$ cat src/assert_macros.svh
// Assertion macros used by the splice segment mapper datapath.
// Depends on nothing; included by files that carry assertions.
`ifndef ASSERT_MACROS_SVH
`define ASSERT_MACROS_SVH
`define SSM_ASSERT_IMPL(lbl, clk, rst_n, ante, cons) \
    lbl: assert property (@(posedge clk) disable iff (!rst_n) (ante) |-> (cons)) \
        else $error("assertion failed");
`define SSM_ASSERT_NEXT(lbl, clk, rst_n, ante, cons) \
    lbl: assert property (@(posedge clk) disable iff (!rst_n) (ante) |=> (cons)) \
        else $error("assertion failed");
`endif

$ cat src/ssm_pkg.sv
// Shared types and constants of the splice segment mapper.
// No dependencies.
package ssm_pkg;
    localparam int MaxSegments = 16;
    localparam int SegW = $clog2(MaxSegments);
    localparam int CntW = $clog2(MaxSegments + 1);
    localparam int FrameW = 31;
    localparam int SampleW = 47;

    localparam logic [1:0] FuncAppend = 2'd0;
    localparam logic [1:0] FuncLookup = 2'd1;
    localparam logic [1:0] FuncSplit = 2'd2;
    localparam logic [1:0] FuncClear = 2'd3;

    localparam logic [1:0] StOk = 2'd0;
    localparam logic [1:0] StNoFrame = 2'd1;
    localparam logic [1:0] StFull = 2'd2;
    localparam logic [1:0] StOverflow = 2'd3;

    typedef enum logic [2:0] {
        t_idle_e, t_fetch_e, t_decide_e, t_scan_e, t_tail_e
    } t_state;

    // controller -> datapath
    typedef struct packed {
        logic load;      // capture request, read total
        logic decide;    // classify the request
        logic scan;      // examine one segment (read registered)
        logic tail;      // emit trailing blank
    } t_cmd;

    // datapath -> controller
    typedef struct packed {
        logic done;      // request finished after decide
        logic scan_end;  // last segment reached, or a lookup has found its segment
        logic need_tail;
    } t_stat;
endpackage

$ cat src/ssm_ctrl.sv
// Controller state machine of the splice segment mapper.
// Depends on ssm_pkg.
module ssm_ctrl (
    input  logic             i_clk,
    input  logic             i_rst_n,
    input  logic             start,
    output logic             busy,
    input  ssm_pkg::t_stat   i_stat,
    output ssm_pkg::t_cmd    o_cmd
);
    ssm_pkg::t_state r_state, n_state;

    always_ff @(posedge i_clk) begin
        if (!i_rst_n) r_state <= ssm_pkg::t_idle_e;
        else          r_state <= n_state;
    end

    always_comb begin
        n_state = r_state;
        unique case (r_state)
            ssm_pkg::t_idle_e:   if (start) n_state = ssm_pkg::t_fetch_e;
            ssm_pkg::t_fetch_e:  n_state = ssm_pkg::t_decide_e;
            ssm_pkg::t_decide_e: n_state = i_stat.done ? ssm_pkg::t_idle_e : ssm_pkg::t_scan_e;
            ssm_pkg::t_scan_e: begin
                if (i_stat.scan_end)
                    n_state = i_stat.need_tail ? ssm_pkg::t_tail_e : ssm_pkg::t_idle_e;
            end
            ssm_pkg::t_tail_e:   n_state = ssm_pkg::t_idle_e;
            default:             n_state = ssm_pkg::t_idle_e;
        endcase
    end

    always_comb begin
        o_cmd = '0;
        busy = (r_state != ssm_pkg::t_idle_e);
        unique case (r_state)
            ssm_pkg::t_idle_e:   o_cmd.load = start;
            ssm_pkg::t_fetch_e:  ;
            ssm_pkg::t_decide_e: o_cmd.decide = 1'b1;
            ssm_pkg::t_scan_e:   o_cmd.scan = 1'b1;
            ssm_pkg::t_tail_e:   o_cmd.tail = 1'b1;
            default:             ;
        endcase
    end
endmodule

$ cat src/ssm_datapath.sv
// Datapath of the splice segment mapper: boundary tables, request registers,
// per-segment run arithmetic and the result register. Depends on ssm_pkg and assert_macros.svh.
`include "assert_macros.svh"
module ssm_datapath (
    input  logic                 i_clk,
    input  logic                 i_rst_n,
    input  ssm_pkg::t_cmd        i_cmd,
    output ssm_pkg::t_stat       o_stat,
    input  logic [1:0]           i_func,
    input  logic signed [31:0]   i_frame_index,
    input  logic [30:0]          i_frames_to_add,
    input  logic [46:0]          i_samples_to_add,
    input  logic signed [47:0]   i_range_start,
    input  logic [31:0]          i_range_length,
    output logic                 o_valid,
    output logic [1:0]           o_status,
    output logic                 o_run_kind,
    output logic [3:0]           o_segment_index,
    output logic [46:0]          o_local_position,
    output logic [31:0]          o_run_samples,
    output logic [31:0]          o_buffer_offset,
    output logic                 o_last
);
    localparam int SegW = ssm_pkg::SegW;
    localparam int CntW = ssm_pkg::CntW;

    logic [ssm_pkg::FrameW-1:0]  r_fmem [ssm_pkg::MaxSegments];
    logic [ssm_pkg::SampleW-1:0] r_smem [ssm_pkg::MaxSegments];
    logic [CntW-1:0] r_count;

    logic [1:0]         r_func;
    logic signed [31:0] r_fidx;
    logic [30:0]        r_fadd;
    logic [46:0]        r_sadd;
    logic signed [48:0] r_s;     // range start, one bit headroom
    logic signed [48:0] r_e;     // range end
    logic [31:0]        r_len;
    logic [30:0]        r_ftot;
    logic [46:0]        r_stot;
    logic [SegW-1:0]    r_idx;
    logic [30:0]        r_flo;   // lower frame bound of segment r_idx
    logic [46:0]        r_slo;
    logic [30:0]        r_fhi;   // read data at r_idx
    logic [46:0]        r_shi;
    logic               r_found;
    logic               r_tail;
    logic signed [48:0] r_ms, r_me;

    // one-entry read port, registered; during a scan fetch the next entry
    logic [SegW-1:0] rd_addr;
    always_comb begin
        rd_addr = r_idx;
        if (i_cmd.load) rd_addr = SegW'(r_count - CntW'(1));
        else if (i_cmd.scan) rd_addr = r_idx + SegW'(1);
        else if (i_cmd.decide) rd_addr = r_idx;
    end

    logic scan_last_seg;
    assign scan_last_seg = ({1'b0, r_idx} == CntW'(r_count - CntW'(1)));

    logic signed [48:0] stot_s, lo_s, hi_s, a_s, b_s, t_end;
    assign stot_s = {2'b0, r_stot};
    assign lo_s = {2'b0, r_slo};
    assign hi_s = {2'b0, r_shi};
    assign a_s = (lo_s > r_ms) ? lo_s : r_ms;
    assign b_s = (hi_s < r_me) ? hi_s : r_me;
    assign t_end = r_e - stot_s;

    logic [31:0] fadd_tot;
    logic [47:0] sadd_tot;
    assign fadd_tot = {1'b0, r_ftot} + {1'b0, r_fadd};
    assign sadd_tot = {1'b0, r_stot} + {1'b0, r_sadd};

    logic empty, split_out, lk_bad;
    assign empty = (r_count == '0);
    assign split_out = (r_len == '0) || empty || (r_e <= 49'sd0) || (r_s >= stot_s);
    assign lk_bad = empty || r_fidx[31] || ({1'b0, r_fidx[30:0]} >= {1'b0, r_ftot});

    always_comb begin
        o_stat.done = 1'b1;
        if (r_func == ssm_pkg::FuncLookup) o_stat.done = lk_bad;
        else if (r_func == ssm_pkg::FuncSplit) o_stat.done = split_out;
        o_stat.scan_end = scan_last_seg || (r_func == ssm_pkg::FuncLookup && r_found);
        o_stat.need_tail = r_tail;
    end

    always_ff @(posedge i_clk) begin
        if (!i_rst_n) begin
            r_count <= '0;
            o_valid <= 1'b0;
        end else begin
            o_valid <= 1'b0;
            if (i_cmd.load) begin
                r_func <= i_func;
                r_fidx <= i_frame_index;
                r_fadd <= i_frames_to_add;
                r_sadd <= i_samples_to_add;
                r_s <= 49'(i_range_start);
                r_e <= 49'(i_range_start) + 49'(i_range_length);
                r_len <= i_range_length;
            end
            // fetch cycle (also idle cycles with no command): totals arrive from the registered read
            if (!i_cmd.load && !i_cmd.decide && !i_cmd.scan && !i_cmd.tail && !o_valid) begin
                r_ftot <= empty ? '0 : r_fhi;
                r_stot <= empty ? '0 : r_shi;
                r_idx <= '0;
            end
            if (i_cmd.decide) begin
                r_flo <= '0; r_slo <= '0; r_found <= 1'b0;
                r_ms <= r_s[48] ? 49'sd0 : r_s;
                r_me <= (r_e > stot_s) ? stot_s : r_e;
                r_tail <= (r_func == ssm_pkg::FuncSplit) && (r_e > stot_s);
                o_status <= ssm_pkg::StOk; o_run_kind <= 1'b0; o_segment_index <= '0;
                o_local_position <= '0; o_run_samples <= '0; o_buffer_offset <= '0;
                o_last <= 1'b1;
                unique case (r_func)
                    ssm_pkg::FuncAppend: begin
                        o_valid <= 1'b1;
                        if (r_count == CntW'(ssm_pkg::MaxSegments)) o_status <= ssm_pkg::StFull;
                        else if (fadd_tot[31] || sadd_tot[47]) o_status <= ssm_pkg::StOverflow;
                        else begin
                            r_fmem[SegW'(r_count)] <= fadd_tot[30:0];
                            r_smem[SegW'(r_count)] <= sadd_tot[46:0];
                            r_count <= r_count + CntW'(1);
                            o_segment_index <= 4'(r_count);
                        end
                    end
                    ssm_pkg::FuncLookup: begin
                        if (lk_bad) begin
                            o_valid <= 1'b1; o_status <= ssm_pkg::StNoFrame;
                        end
                    end
                    ssm_pkg::FuncSplit: begin
                        if (split_out) begin
                            o_valid <= 1'b1; o_run_kind <= 1'b1; o_run_samples <= r_len;
                        end else if (r_s[48]) begin
                            o_valid <= 1'b1; o_run_kind <= 1'b1; o_last <= 1'b0;
                            o_run_samples <= 32'(-r_s);
                        end
                    end
                    ssm_pkg::FuncClear: begin
                        o_valid <= 1'b1; r_count <= '0;
                    end
                    default: ;
                endcase
            end
            if (i_cmd.scan) begin
                r_idx <= r_idx + SegW'(1);
                r_flo <= r_fhi;
                r_slo <= r_shi;
                if (r_func == ssm_pkg::FuncLookup) begin
                    if (!r_found && ({1'b0, r_fhi} > {1'b0, r_fidx[30:0]})) begin
                        r_found <= 1'b1;
                        o_valid <= 1'b1; o_status <= ssm_pkg::StOk; o_run_kind <= 1'b0;
                        o_segment_index <= 4'(r_idx);
                        o_local_position <= 47'(r_fidx[30:0] - r_flo);
                        o_run_samples <= '0; o_buffer_offset <= '0; o_last <= 1'b1;
                    end
                end else if (b_s > a_s) begin
                    o_valid <= 1'b1; o_status <= ssm_pkg::StOk; o_run_kind <= 1'b0;
                    o_segment_index <= 4'(r_idx);
                    o_local_position <= 47'(a_s - lo_s);
                    o_run_samples <= 32'(b_s - a_s);
                    o_buffer_offset <= 32'(a_s - r_s);
                    // the run that reaches the clipped end is final unless a tail follows
                    o_last <= (b_s == r_me) && !r_tail;
                end
            end
            if (i_cmd.tail) begin
                o_valid <= 1'b1; o_status <= ssm_pkg::StOk; o_run_kind <= 1'b1;
                o_segment_index <= '0; o_local_position <= '0;
                o_run_samples <= 32'(t_end);
                o_buffer_offset <= 32'(stot_s - r_s);
                o_last <= 1'b1;
            end
        end
    end

    // shared read port, registered
    always_ff @(posedge i_clk) begin
        r_fhi <= r_fmem[rd_addr];
        r_shi <= r_smem[rd_addr];
    end

    `SSM_ASSERT_IMPL(a_count_range, i_clk, i_rst_n, 1'b1,
        r_count <= CntW'(ssm_pkg::MaxSegments))
    `SSM_ASSERT_NEXT(a_tail_valid, i_clk, i_rst_n, i_cmd.tail, o_valid && o_last)
    `SSM_ASSERT_IMPL(a_one_cmd, i_clk, i_rst_n, 1'b1, $onehot0(i_cmd))
endmodule

$ cat src/splice_segment_mapper_top.sv
// Splice segment mapper: usage notes
// A request is taken when start is high and busy is low; its fields are
// captured that cycle. Results appear with o_valid high for a single cycle,
// at most one per cycle; o_last marks the final result of a request. The
// receiver cannot stall, so results are never held.
// Flow: append, clear, failed lookups and out-of-range range splits give their
// result after capture, table read and decide. Other lookups and range splits
// then scan the segment table one entry per cycle, limited by the single shared
// table read port; a range split scans every entry (and may add a trailing
// blank), a lookup stops once it has found its segment.
// One request is in flight at a time.
// Reset (i_rst_n low at a clock edge) empties the table and returns to idle;
// boundary entries are not cleared, as only entries below the count are used.
// Depends on ssm_pkg, ssm_ctrl and ssm_datapath.
module splice_segment_mapper_top (
    input  logic               i_clk,
    input  logic               i_rst_n,
    input  logic               start,
    output logic               busy,
    input  logic [1:0]         i_func,
    input  logic signed [31:0] i_frame_index,
    input  logic [30:0]        i_frames_to_add,
    input  logic [46:0]        i_samples_to_add,
    input  logic signed [47:0] i_range_start,
    input  logic [31:0]        i_range_length,
    output logic               o_valid,
    output logic [1:0]         o_status,
    output logic               o_run_kind,
    output logic [3:0]         o_segment_index,
    output logic [46:0]        o_local_position,
    output logic [31:0]        o_run_samples,
    output logic [31:0]        o_buffer_offset,
    output logic               o_last
);
    ssm_pkg::t_cmd  cmd;
    ssm_pkg::t_stat stat;

    ssm_ctrl u_ctrl (
        .i_clk(i_clk), .i_rst_n(i_rst_n), .start(start), .busy(busy),
        .i_stat(stat), .o_cmd(cmd)
    );

    ssm_datapath u_dp (
        .i_clk(i_clk), .i_rst_n(i_rst_n), .i_cmd(cmd), .o_stat(stat),
        .i_func(i_func), .i_frame_index(i_frame_index),
        .i_frames_to_add(i_frames_to_add), .i_samples_to_add(i_samples_to_add),
        .i_range_start(i_range_start), .i_range_length(i_range_length),
        .o_valid(o_valid), .o_status(o_status), .o_run_kind(o_run_kind),
        .o_segment_index(o_segment_index), .o_local_position(o_local_position),
        .o_run_samples(o_run_samples), .o_buffer_offset(o_buffer_offset),
        .o_last(o_last)
    );
endmodule
$ cat config.mk
export PLATFORM = sky130hd
export DESIGN_NAME = splice_segment_mapper_top
export DESIGN_NICKNAME = d
export VERILOG_FILES = /design/src/ssm_pkg.sv /design/src/ssm_ctrl.sv /design/src/ssm_datapath.sv /design/src/splice_segment_mapper_top.sv
export VERILOG_INCLUDE_DIRS = /design/src /design/src/src
export SDC_FILE = /design/constraint.sdc
export NUM_CORES = 2
export LEC_CHECK = 0
export ABC_AREA = 1
export BUFFER_PORTS_ARGS = -buffer_cell sky130_fd_sc_hd__buf_2
export CAP_MARGIN = 20
export CORE_UTILIZATION = 55
export DETAILED_ROUTE_END_ITERATION = 10
export HOLD_SLACK_MARGIN = 0.06
export PLACE_DENSITY = 0.73
export SLEW_MARGIN = 20
export SYNTH_ARGS = -nofsm -noshare
export SYNTH_HDL_FRONTEND = slang
export SYNTH_SLANG_ARGS = --single-unit
$ cat constraint.sdc
create_clock -name i_clk -period 14 [get_ports i_clk]
set_input_delay 0.7 -clock i_clk [delete_from_list [all_inputs] [get_ports i_clk]]
set_output_delay 0.7 -clock i_clk [all_outputs]
set_load 0.05 [all_outputs]
== After elaboration in Yosys (flattened, before gate mapping) ==
Memory sizes are Yosys's and may differ from the RTL's. A register that Yosys moved wholly into a read port is not among the register bits.
Index checks and enable logic that the tools add are counted.

* Bits in registers: 629
* Bits in writable memories: 1248
* Bits of input ports: 195
* Output and inout bits: 121
* Logic and storage cells: 199
* Memories kept: 2

* $add $sub $neg: 13
* Order comparisons: 8
* Equal/unequal tests: 14
* Muxes and demuxes: 96
* Reduce and logical (&&, ||, !) cells: 38

{| class="wikitable"
|+ Memory list
! name !! words !! bits a word !! read ports !! clocked after Yosys merged registers in !! wr ports !! line !! RTL
|-
| u_dp.r_smem || 16 || 47 || 1 || 1 || 1 || ssm_datapath.sv:28 || <nowiki>logic [ssm_pkg::SampleW-1:0] r_smem [ssm_pkg::MaxSegments];</nowiki>
|-
| u_dp.r_fmem || 16 || 31 || 1 || 1 || 1 || ssm_datapath.sv:27 || <nowiki>logic [ssm_pkg::FrameW-1:0] r_fmem [ssm_pkg::MaxSegments];</nowiki>
|}

{| class="wikitable"
|+ Operators by type and width
! cell !! count
|-
| 32-bit 2-to-1 mux || 15
|-
| 47-bit 2-to-1 mux || 8
|-
| 32-bit subtractor || 4
|-
| 49-bit 2-to-1 mux || 2
|-
| 31-bit 2-to-1 mux || 2
|-
| 48-bit by 33-bit adder with 49-bit output || 1
|-
| 49-bit equality test || 1
|-
| 48-bit by 49-bit greater-than comparator with 1-bit output || 1
|-
| 49-bit by 48-bit greater-than comparator with 1-bit output || 1
|-
| 49-bit greater-than comparator || 1
|-
| 49-bit by 1-bit less-or-equal comparator with 1-bit output (second input constant) || 1
|-
| 48-bit by 49-bit less-than comparator with 1-bit output || 1
|-
| 47-bit by 47-bit adder with 48-bit output || 1
|-
| 48-bit >= comparator || 1
|-
| 4-bit 2-to-1 mux || 12
|-
| 47-bit subtractor || 1
|-
| 1-bit 2-to-1 mux || 40
|-
| 31-bit by 31-bit adder with 32-bit output || 1
|-
| 32-bit zero test || 1
|-
| 32-bit negation || 1
|-
| 31-bit by 31-bit subtractor with 32-bit output || 1
|-
| 31-bit >= comparator || 1
|-
| 31-bit greater-than comparator || 1
|-
| 2-bit 2-to-1 mux || 8
|-
| other kinds (28) || 62
|}

== Depth between registers and ports, before layout ==
* Word-level depth: 11
* Mapped depth: 38
* Gate-level depth less buffers: 36

== Hierarchy ==
A second synthesis with hierarchy kept.

* Cell total of the unflattened synthesis: 10380
* Area total of the unflattened synthesis: 103586.8 um2

{| class="wikitable"
|+ By module, submodules not included
! module !! times used !! cells each !! area an instance (um2) !! seq. area each (um2)
|-
| ssm_datapath || 1 || 10347 || 103390.4 || 57745.4
|-
| ssm_ctrl || 1 || 33 || 196.4 || 60.1
|}

== Least setup slack after synthesis ==
Ideal clock, no wire load.

* Path kind: input-to-reg
* From: in i_rst_n
* To: reg u_dp.r_e[0] (enable)
* Setup time: 0.846 ns
* Arrival: 10.982 ns
* Data required time: 13.154 ns
* Setup slack: 2.172 ns
* Cell stages on the path: 3
* Buffers on the path: 1
* Cell sequence: inv_1 -> clkbuf_1 -> nor2_1

* Word-level cells in the longest chain between the ends: 1

{| class="wikitable"
|+ Ends and longest elaborated chain
! element !! line !! RTL
|-
| start: declaration || splice_segment_mapper_top.sv:17 || <nowiki>input logic i_rst_n,</nowiki>
|-
| 2-bit AND reduction (no source line) || - ||
|-
| end signal: assignment || ssm_datapath.sv:99 || <nowiki>r_e <= 49'(i_range_start) + 49'(i_range_length);</nowiki>
|-
| end: declaration || ssm_datapath.sv:36 || <nowiki>logic signed [48:0] r_e;</nowiki>
|}

Every way passes these cells.
A chain may end at the register's enable or synchronous reset.

== Final worst setup path ==
* From: reg u_dp.r_me[2]
* To: reg u_dp.o_run_samples[1] (data pin)

* Word-level cells in the longest chain between the ends: 7
* Elaborated cells between the ends (all ways): 8
* Those cells by class: add/sub: 1; order compare: 2; mux: 5

{| class="wikitable"
|+ Ends and longest elaborated chain
! element !! line !! RTL
|-
| start: declaration || ssm_datapath.sv:47 || <nowiki>logic signed [48:0] r_ms, r_me;</nowiki>
|-
| start signal: assignment || ssm_datapath.sv:111 || <nowiki>r_me <= (r_e > stot_s) ? stot_s : r_e;</nowiki>
|-
| 48-bit by 49-bit less-than comparator with 1-bit output || ssm_datapath.sv:66 || <nowiki>assign b_s = (hi_s < r_me) ? hi_s : r_me;</nowiki>
|-
| 49-bit 2-to-1 mux * || ssm_datapath.sv:66 ||
|-
| 49-bit greater-than comparator / 32-bit subtractor (equally long branches) || ssm_datapath.sv:159, ssm_datapath.sv:163 ||
|-
| 32-bit 2-to-1 mux * || ssm_datapath.sv:159 || <nowiki>end else if (b_s > a_s) begin</nowiki>
|-
| 32-bit 2-to-1 mux * || ssm_datapath.sv:151 || <nowiki>if (r_func == ssm_pkg::FuncLookup) begin</nowiki>
|-
| 32-bit 2-to-1 mux * || ssm_datapath.sv:147 || <nowiki>if (i_cmd.scan) begin</nowiki>
|-
| 32-bit 2-to-1 mux * || ssm_datapath.sv:169 || <nowiki>if (i_cmd.tail) begin</nowiki>
|-
| end signal: assignment || ssm_datapath.sv:138 || <nowiki>o_run_samples <= 32'(-r_s);</nowiki>
|-
| end signal: assignment || ssm_datapath.sv:163 || <nowiki>o_run_samples <= 32'(b_s - a_s);</nowiki>
|-
| end signal: assignment || ssm_datapath.sv:172 || <nowiki>o_run_samples <= 32'(t_end);</nowiki>
|-
| end: declaration || ssm_datapath.sv:20 || <nowiki>output logic [31:0] o_run_samples,</nowiki>
|}

Mark *: on every way between the ends. The rest lies on a longest branch, timed or not.

==> flow_summary.toml <==
[placed_design]
gp_congestion = 1.07
io_buffers = 315
placed_cell_area_sq_um = 111000
dp_hpwl_microns = 278000

[synthesis]
synthArstFlopShare = 0
avgSynthCellArea_sq_um = 9.35
synth_edf_count = 1867
synth_commonest_cells = "2431 x nand2_1, 1867 x edfxtp_1, 1748 x inv_1"
yosysUniqueCellTypes = 64
synth_area_leader_cell = "edfxtp_1"
synthDominantCellAreaShare = 0.525
yosys_most_used_dff = "edfxtp_1"
yosysWarningCount = 0
syn_inst = 11400
syn_area_sq_um = 107000
synth-seq-cells = 1954
yosysMostFrequentCell = "nand2_1"
synth-seq-area-share = 0.542
yosys-top-cells-area = "edfxtp_1 53%, nand2_1 8.6%, ha_1 6.6%"
synth_nets = 12200

[die]
pin_count = 316
num_rows = 161
start_util = 0.554
die-height_microns = 442
die_w_microns = 442
die_area_sq_um = 196000
core_area_sq_um = 193000

[clock_network]
cts_root_buf = "clkbuf_16"
h-tree-depth = 4
cts_buffer_depth = 3
cts.sinks = 1954
path_clk_slew_ns = 0.07
cts_made_buffers = 199
postCtsSetupRepairBufs = 0
clock_latency_ns = 0.87
cts_tree = "yes"

[run_status]
status = "finished, final reports clean"

[cells_and_area]
area_growth_pct = 11.7
finalInstanceArea_sq_um = 119000
drive_above_1_share = 0.0694
nets = 12600
final_util = 0.619

[flow_run]
max_cap_viol_count = 0

[worst_setup_path]
required_ns = 14.70
worstPathArrival_ns = 8.78
cp-start-kind = "flop"
worst-path-max-fanout = 70
crit_path_end_kind = "flop"
setup.worst_path.class = "flop to flop"

[timing]
rsz0062_at_grt = "false"
layout_min_cycle_time_ns = 8.08
hold_viol_final = 0
worstMarginPinSlew_ns = 1.25
fmax_mhz = 124
fin_setup_tns_ns = 0
max_slew_margin = 0.165
fin_skew_ns = 0.0818
final-max-slew-violation-count = 0
min_period_over_period = 0.577
finalSetupViolCount = 0

[routing]
routed_wl_microns = 388000
ant_nets = 0
routed_via_density = 6.06
vias = 87900
wl_per_cell_microns = 26.8
first_iter_violations = 12400
drc = 0
first_pass_iters = 8

[worst_hold_path]
holdCritPathClass = "input port to flop"

[grt]
overflow = 0
grt_pass1_wl_microns = 552000
grt_pass1_vias = 81000
grt_usage = 0.386
antenna_found_initial = 31
grt_max_degree = 241

[pwr]
p_leak_nw = 49.7
powerDensity_nw_per_um2 = 157
vdd_drop_max_uv = 128
[where the power goes]
group	switching [mW]	internal [mW]	leakage, nW	total (mW)
logic	4.14	1.50	28.8	5.64
clock network	2.36	3.02	3.17	5.38
registers	0.517	7.17	17.8	7.69
total	7.02	11.7	49.7	18.7
[placed cells by master (no fill, tap or decap), drive strengths merged, types with 37 or more instances in the layout]
master / instances
a21o: 41
a21oi: 685
a31oi: 47
buf: 438
clkbuf: 255
clkinv: 85
dfxtp: 87
dlygate4sd3: 160
edfxtp: 1867
ha: 559
inv: 1768
nand2: 2433
nand3: 680
nand4: 90
nor2: 832
nor3: 96
nor4: 41
o211ai: 647
o21a: 37
o21ai: 675
xnor2: 94
xor2: 188
[layer usage]
| metal | global-route usage | share of wire | routed length (microns) |
|---|---|---|---|
| met1 | 0.543 | 0.41 | 157000 |
| met2 | 0.588 | 0.44 | 171000 |
| met3 | 0.0721 | 0.11 | 42300 |
| met5 | 0 | 0.00015 | 57 |
| met4 | 0.161 | 0.046 | 18000 |
[state kept, by name, summed over array words and instances, names as in the netlist, 32 cells and up]
| signal | flops |
|---|---|
| u_dp.r_sadd | 47 |
| u_dp.o_buffer_offset | 32 |
| u_dp.r_e | 49 |
| u_dp.r_len | 32 |
| u_dp.o_local_position | 47 |
| u_dp.r_slo | 47 |
| u_dp.r_me | 49 |
| u_dp.r_s | 48 |
| u_dp.r_ms | 48 |
| u_dp.r_stot | 47 |
| u_dp.r_fmem | 496 |
| u_dp.r_fidx | 32 |
| u_dp.r_smem | 752 |
| u_dp.r_shi | 47 |
| u_dp.o_run_samples | 32 |
[logic make-up (layout without fill, tap and decap cells)]
family	Yosys count	in the layout	share of synthesized area
AOI/OAI and AO/OA	2243	2243	0.126
adders and majority gates	568	568	0.0672
other	1	5	0.0000351
xor gates and xnor gates	282	282	0.0231
DFF	1954	1954	0.542
and+or+nand+nor	4200	4200	0.162
buffers and inverters	2164	2730	0.0800
[worst max-delay path, stage by stage (launching register included)]
cell and delay [ns]:
edfxtp_1 0.39, inv_1 0.06, ha_1 0.30, a21oi_1 0.13, nor2_1 0.05, nor4_1 0.51, o21ai_0 0.20, a21oi_1 0.25
nor2_1 0.11, o21ai_0 0.19, nand3_1 0.13, ha_2 0.69, buf_4 0.66, o21ai_0 0.32, ha_1 0.48, nand2_1 0.18
nor4_1 0.31, nand2_1 0.09, nor3_1 0.41, nand3_1 0.23, nand4_2 0.51, nand2_2 0.37, inv_2 0.83, o21ai_0 0.25
a21boi_1 0.19
[layout make-up]
class | count | area [sq um]
Fill cell | 16000 | 73300
Sequential cell | 1954 | 57800
Multi-Input combinational cell | 7294 | 40800
Inverter | 1761 | 6650
Clock buffer | 254 | 5280
Timing Repair Buffer | 599 | 4210
Tap cell | 2526 | 3160
Clock inverter | 116 | 1280
Antenna cell | 4 | 10.0
[repair_timing]
item / 4_1_cts / 5_1_grt
hold buffers: 160 / 0
resized for setup: 0 / 0
endpoints found under the hold margin: 160 / 0
[stage by stage]
stage	setup WS [ns]	std cells	power (mW)	hold slack (ns)
floorplan	2.17	11400	10.9	0.488
global placement	6.48	14000	13.1	0.550
detailed placement	6.24	14000	13.2	0.556
CTS	6.23	14500	18.5	0.0623
global route	5.71	14500	19.3	0.0731
finish	5.92	14500	18.7	0.0925
[path summary, 6_finish.rpt]
check,startpoint,end,slack (ns),cells after the start
worst max-delay path,u_dp.r_me[2],u_dp.o_run_samples[1],5.92,24
worst min-delay path,i_range_start[29],u_dp.r_s[29],0.09,1
worst max register to register,u_dp.r_me[2],u_dp.o_run_samples[1],5.92,24
worst min register to register,u_dp.r_count[4],u_dp.r_count[4],0.58,2
Note: power is estimated with default switching activity, not from simulation.
